$ cat config.mk
export PLATFORM = sky130hd
export DESIGN_NAME = fnsw_track
export DESIGN_NICKNAME = d
export VERILOG_FILES = /design/src/hw/rtl/fnsw_pkg.sv /design/src/hw/rtl/fnsw_track.sv
export SDC_FILE = /design/constraint.sdc
export NUM_CORES = 1
export LEC_CHECK = 0
export BUFFER_PORTS_ARGS = -buffer_cell sky130_fd_sc_hd__buf_2
export CORE_AREA = 2 2 104 106
export CTS_CLUSTER_DIAMETER = 50
export CTS_CLUSTER_SIZE = 40
export DETAILED_ROUTE_END_ITERATION = 10
export DIE_AREA = 0 0 106 108
export PLACE_DENSITY = 0.78
export SETUP_SLACK_MARGIN = 0.02
export SYNTH_ARGS = -nofsm -noshare
export SYNTH_HDL_FRONTEND = slang
export SYNTH_SLANG_ARGS = --single-unit
$ cat constraint.sdc
create_clock -name clock -period 15.8 [get_ports clock]
set_input_delay 3.16 -clock clock [delete_from_list [all_inputs] [get_ports clock]]
set_output_delay 3.16 -clock clock [all_outputs]
set_load 0.1 [all_outputs]
$ cat src/hw/rtl/fnsw_pkg.sv
// Shared types and constants for the first-negative sliding window block.
// Depends on nothing; every other file of the block imports it.
`timescale 1ns / 1ps

package fnsw_pkg;

   // Largest window the queue is sized for.
   localparam int MAX_WINDOW = 1024;
   // Queue index and fill count widths.
   localparam int ADDR_W  = $clog2(MAX_WINDOW);
   localparam int COUNT_W = $clog2(MAX_WINDOW + 1);
   // Positions run modulo twice the largest window.
   localparam int POS_W   = $clog2(2 * MAX_WINDOW);
   // Fixed field widths.
   localparam int WORD_W  = 32;
   localparam int WIN_W   = 11;

   // Input word: one sample and its end-of-array flag.
   typedef struct packed {
      logic signed [WORD_W-1:0] sample;
      logic                     last_of_array;
   } req_word_type;

   // Result word.
   typedef struct packed {
      logic signed [WORD_W-1:0] first_negative;
      logic                     last_window;
   } rsp_word_type;

   // One queued negative sample and the position it arrived at.
   typedef struct packed {
      logic [WORD_W-1:0] value;
      logic [POS_W-1:0]  position;
   } entry_type;

   // Commands from the tracker to the queue.
   typedef struct packed {
      logic      clear;
      logic      advance;
      logic      pop;
      logic      push;
      entry_type entry;
   } queue_cmd_type;

   // The queue's first three entries and its count.
   typedef struct packed {
      logic [COUNT_W-1:0] count;
      entry_type          first;
      entry_type          second;
      entry_type          third;
   } queue_view_type;

endpackage

$ cat src/hw/rtl/fnsw_track.sv
// Window tracking: window length register, sample position, fill count and
// the per-sample pop, push and result decisions. Depends on fnsw_pkg.
`timescale 1ns / 1ps

module fnsw_track
   import fnsw_pkg::*;
(
   input  logic             clock,
   input  logic             reset,
   input  logic             csr_wr_en,
   input  logic [WIN_W-1:0] csr_wr_data,
   input  logic             advance,
   input  req_word_type     item,
   input  queue_view_type   view,
   output queue_cmd_type    cmd,
   output logic             emit,
   output rsp_word_type     result
);

   logic [WIN_W-1:0]   window_ff;
   logic [WIN_W-1:0]   window_in;
   logic [POS_W-1:0]   position_ff;
   logic [WIN_W-1:0]   fill_ff;
   logic [WIN_W-1:0]   fill_in;
   logic [POS_W-1:0]   age;
   logic               pop;
   logic               push;
   logic [COUNT_W-1:0] count_after_pop;

   // Window length as written, with zero taken as one and large values saturated.
   always_comb begin
      window_in = csr_wr_data;
      if (csr_wr_data == WIN_W'(0)) begin
         window_in = WIN_W'(1);
      end else if (csr_wr_data > WIN_W'(MAX_WINDOW)) begin
         window_in = WIN_W'(MAX_WINDOW);
      end
   end

   // Drop the oldest entry once its position has left the window.
   assign age             = position_ff - view.first.position;
   assign pop             = (view.count != COUNT_W'(0)) && (WIN_W'(age) >= window_ff);
   assign count_after_pop = view.count - COUNT_W'(pop);
   assign push            = item.sample[WORD_W-1] && (count_after_pop < COUNT_W'(MAX_WINDOW));

   // A result comes once the window is full, or at the end of the array.
   assign fill_in = (fill_ff < window_ff) ? fill_ff + WIN_W'(1) : fill_ff;
   assign emit    = (fill_in >= window_ff) || item.last_of_array;

   // Oldest negative after this step's pop and push.
   always_comb begin
      result.last_window = item.last_of_array;
      if (count_after_pop != COUNT_W'(0)) begin
         result.first_negative = pop ? view.second.value : view.first.value;
      end else if (push) begin
         result.first_negative = item.sample;
      end else begin
         result.first_negative = '0;
      end
   end

   // Queue command; a register write or the end of an array empties it.
   assign cmd.clear          = csr_wr_en || (advance && item.last_of_array);
   assign cmd.advance        = advance;
   assign cmd.pop            = pop;
   assign cmd.push           = push;
   assign cmd.entry.value    = item.sample;
   assign cmd.entry.position = position_ff;

   // Window register, position and fill count.
   always_ff @(posedge clock) begin
      if (reset) begin
         window_ff   <= WIN_W'(1);
         position_ff <= '0;
         fill_ff     <= '0;
      end else if (csr_wr_en) begin
         window_ff   <= window_in;
         position_ff <= '0;
         fill_ff     <= '0;
      end else if (advance) begin
         if (item.last_of_array) begin
            position_ff <= '0;
            fill_ff     <= '0;
         end else begin
            position_ff <= position_ff + POS_W'(1);
            fill_ff     <= fill_in;
         end
      end
   end

endmodule

Yosys cells after proc, flatten, opt, wreduce, memory -nomap -nowiden
Index checks and enable logic that the tools add are counted.
{"block": "totals", "regBits": 33, "in_bits": 188, "word_cells": 29}
{"block": "classes", "addsub": 4, "n_lt_le_gt_ge": 5, "mux": 8, "reduce_logical": 9}
{"cell": "$mux 32", "n": 3}
{"cell": "$mux 11", "n": 5}
{"cell": "$add 11x1->11 const B", "n": 2}
{"cell": "$ge 11x11->1", "n": 2}
{"cell": "$reduce_bool 11->1", "n": 2}
{"cell": "$gt 11x11->1 const B", "n": 1}
{"cell": "$logic_not 11->1", "n": 1}
{"cell": "$lt 11x11->1", "n": 1}
{"cell": "$lt 11x11->1 const B", "n": 1}
{"cell": "$sub 11x1->11", "n": 1}
{"cell": "$sub 11x11->11", "n": 1}
{"cell": "$logic_and 1x1->1", "n": 3}
{"cell": "$logic_or 1x1->1", "n": 2}
{"cell": "$reduce_or 2->1", "n": 1}

Depth between registers and ports, before layout
{"block": "logic_depth", "depth_word": 8, "ltp_mapped": 23, "ltp_nobuf": 21}

Worst setup path after synthesis
OpenSTA, ideal clock, no wires.
{"block": "synth_path", "kind": "input to output", "from": "in view[87] in the netlist's numbering", "to": "out result[10] in the netlist's numbering", "arrival_time_ns": 8.608, "setup_slack_ns": 4.032, "cell_stages": 22, "cell_sequence": "inv_1 ha_1 nor2b_1 o21ai_1 a21oi_1 o41ai_1 xnor2_1 ha_1 and3_1 nand3_1 o21a_1 o21ai_1 clkbuf_1 and2_1 ha_1 nor2b_1 xor2_1 or3_1 o21ai_0 nand4_1 buf_2 mux2i_1"}
{"element": "start, declared", "line_no": "fnsw_track.sv:14", "rtl": "input queue_view_type view,"}
{"element": "end, declared", "line_no": "fnsw_track.sv:17", "rtl": "output rsp_word_type result"}

==> results_dict.tcl <==
set metrics [dict create \
    outcome "finished, final reports clean" \
    globalRouteOverflowTotal 0 \
    timing.critical_path.slowest_stage_cell "sky130_fd_sc_hd__o41ai_1" \
    finalMaxSlewViolations 0 \
    antenna_found_initial 0 \
    ys_types 59 \
    ys_seq_elements 33 \
    cp-start-kind "input port" \
    number_of_global_route_vias_before_repair 4257 \
    clkTransAtPathRegs_ps 70 \
    setup_repair_after_global_routing_missed_its_margin "no" \
    yosys.area_share.adder 0.142 \
    postSynthNetCount 807 \
    delay_of_the_slowest_critical_path_stage_ps 480 \
    fp.coreArea_sq_um 10200 \
    cts_hold_buffers 0 \
    critPathKind "in -> out" \
    final.period_utilization 0.726 \
    cellLeakagePower_nw 2.69 \
    clock_tree.buffer_depth 2 \
    routedWlPerCell_um 15.4 \
    synthesis_to_finish_area_growth_pct 22.2 \
    relSlewSlack 0.266 \
    stdcell_count 863 \
    worst_case_clock_skew_ps 4.64 \
    grt_first_pass_wirelength_mm 20.8 \
    routed-via-count 4627 \
    count_of_flip_flops_with_a_built_in_enable_after_synthesis 0 \
    grt.total_usage 0.227 \
    async_flop_share 0 \
    crit_path_arrival_time_ps 8310 \
    cts_inserted_buffers 5 \
    path_common_cell "sky130_fd_sc_hd__ha_1" \
    synth_mux_area_frac 0.0820 \
    hold_violations 0 \
    area_share_of_and_or_nand_nor_cells_after_synthesis 0.248 \
    timing.critical_path.to_type "output pin" \
    clock_insertion_delay_worst_skew_ps 280 \
    power.ir.vdd_worst_v 0.0000556 \
    post_route_cells_drive_above_1_share 0.315 \
    worst_ep_required_time_ps 12640 \
    gp_congestion 0.881 \
    firstDrtPassIters 5 \
    htree_num_levels 2 \
    post-route-util 0.512 \
    die_area_sq_um 11400 \
    synth_top_family_by_area "simple AND/OR/NAND/NOR gates" \
    crit_path_cell_trace "buf_2, inv_1, ha_1, nor2b_1, o21ai_1, a21oi_1, o41ai_1, mux2i_1, o2111ai_1, ha_1, a21o_1, a21oi_1, o21ai_2, buf_4, and2_1, ha_1, nor2b_1, xor2_1, or3_1, o21ai_0, nand4_1, buf_4, mux2_2, buf_2" \
    synthCells 571 \
    placement_rows 37 \
    seq_area_frac_synth 0.154 \
    timing.critical_path.fanout_max 33 \
    cts_post_setup_buffers_inserted 0 \
    post_synthesis_compound_gate_area_fraction 0.192 \
    worst-slew-pin-transition_ps 1100 \
    ctsRootBufferMaster "sky130_fd_sc_hd__clkbuf_8" \
    final_antenna_net_count 0 \
    postRouteWirelength_mm 13.3 \
    post_synth_instance_area_sq_um 4290 \
    clock.fmax_mhz 87.2 \
    io_buffers 214 \
    finalWorstPathRequiredPeriod_ps 11470 \
    maximum_number_of_pins_on_one_net_before_global_route_repair 35 \
    nets 963 \
    finalSetupViolCount 0 \
    postSynthAreaPerCell_sq_um 7.51 \
    synth_xor_xnor_area_share 0.0613 \
    drc_errors 0 \
    p_total_w 0.000384 \
    effective_utilization_at_floorplan 0.419 \
    final.setup.tns_ps 0 \
    antenna_cells_inserted 0 \
    die_height_um 108 \
    detailedPlacementHpwl_mm 10.6 \
    die-width_um 106 \
    tritoncts "done" \
    detail_route.vias_per_cell 5.36 \
    timing.hold.worst.class "reg -> reg" \
    p_per_area_nw_per_um2 73.4 \
    numClockSinks 33 \
    cts_repair_resize_count 0 \
    synth_ff_type "sky130_fd_sc_hd__dfxtp_1" \
    max_cap_violations 0 \
    drt_first_iter_violations 287 \
    synth-warning-count 0 \
    placed_cells_incl_taps 856 \
    boundaryPins 269 \
]
[per-layer routing]
layer / vias up / global-route usage / wire length (um)
met4: 0 / 0.0583 / 217
met2: 198 / 0.397 / 6500
met3: 24 / 0.0289 / 826
met1: 2088 / 0.297 / 5760
li1: 2317 / - / -
met5: - / 0 / 0
[synthesized netlist by cell type, drive strengths merged, types with 2 or more instances]
cell | number | area (sq um)
nand2 | 73 | 282
ha | 47 | 588
buf | 45 | 322
nor2b | 38 | 238
nor2 | 36 | 135
mux2i | 34 | 340
dfxtp | 33 | 661
a32oi | 31 | 272
inv | 29 | 109
clkbuf | 23 | 86.3
o21ai | 21 | 105
xnor2 | 19 | 166
a21oi | 15 | 75.1
nand3 | 14 | 70.1
a31oi | 12 | 75.1
xor2 | 11 | 96.3
nor3 | 9 | 45.0
and3 | 8 | 50.1
a21o | 6 | 45.0
and2 | 5 | 31.3
nand2b | 4 | 25.0
nand4 | 4 | 25.0
nor4 | 4 | 31.3
o31ai | 4 | 30.0
a211o | 3 | 26.3
a41oi | 3 | 26.3
nand3b | 3 | 22.5
o211ai | 3 | 22.5
o21a | 3 | 22.5
o22ai | 3 | 18.8
or2 | 3 | 18.8
and4 | 2 | 17.5
nor3b | 2 | 15.0
o41ai | 2 | 17.5
or3 | 2 | 12.5
[worst max-delay path, delay by kind of cell]
family,cells,cell delay [ps]
AO/OA/AOI/OAI,8,1550
XOR/XNOR,1,150
adder cells (fa/ha/maj),3,760
buffers and inverters,5,1150
multiplexers,2,560
AND/OR/NAND/NOR,5,950
[worst paths after layout]
kind                     start      endpoint  slack [ps]  depth (start not counted)
setup / recovery      view[87]    result[32]        4330                         24
hold / removal    window_ff[8]  window_ff[8]         470                          2
setup reg to reg    fill_ff[2]    fill_ff[2]       13360                          7
hold reg to reg   window_ff[8]  window_ff[8]         470                          2
[per-stage QoR]
stage | setup slack (ps) | hold slack, ps | instance area (sq um)
after global routing | 3860 | 488 | 5240
after floorplan | 4030 | 440 | 4290
final | 4330 | 469 | 5240
after global placement | 4410 | 451 | 5150
after detailed placement | 4350 | 461 | 5150
after CTS | 4320 | 469 | 5240
[registers in the layout, indices dropped and copies added (netlist names)]
name / count
fill_ff: 11
position_ff: 11
window_ff: 11
[cell type report]
type | count | area, sq um
well taps | 136 | 170
clock buffers | 7 | 86.3
fillers | 1040 | 4990
multi-input cells | 441 | 3120
repair buffers | 217 | 1090
inverters | 29 | 109
flip-flops and latches | 33 | 661
[cells by family (layout without fill, tap and decap cells)]
group,count (synthesis),after routing
AOI/OAI and AO/OA,116,116
and+or+nand+nor,212,212
muxes,35,35
DFF,33,33
buffers and inverters,97,253
adders and majority gates,48,48
xor gates and xnor gates,30,30
[power breakdown]
| group | internal [W] | switching [W] | leakage, nW | total, W |
|---|---|---|---|---|
| sequential | 0.0000846 | 0.00000103 | 0.267 | 0.0000856 |
| clock | 0.0000346 | 0.0000318 | 0.0443 | 0.0000665 |
| combinational | 0.0000510 | 0.000181 | 2.38 | 0.000232 |
| total | 0.000170 | 0.000214 | 2.69 | 0.000384 |
[placed cells by master (no fill, tap or decap), drive strengths merged, types with 4 or more instances in the layout]
| master | n |
|---|---|
| buf | 217 |
| nand2 | 73 |
| ha | 47 |
| nor2b | 38 |
| nor2 | 36 |
| mux2i | 34 |
| dfxtp | 33 |
| a32oi | 31 |
| inv | 29 |
| o21ai | 21 |
| xnor2 | 19 |
| a21oi | 15 |
| nand3 | 14 |
| a31oi | 12 |
| xor2 | 11 |
| nor3 | 9 |
| and3 | 8 |
| clkbuf | 7 |
| a21o | 6 |
| and2 | 5 |
| nand2b | 4 |
| o31ai | 4 |
| nand4 | 4 |
| nor4 | 4 |
Note: power is estimated with default switching activity, not from simulation.
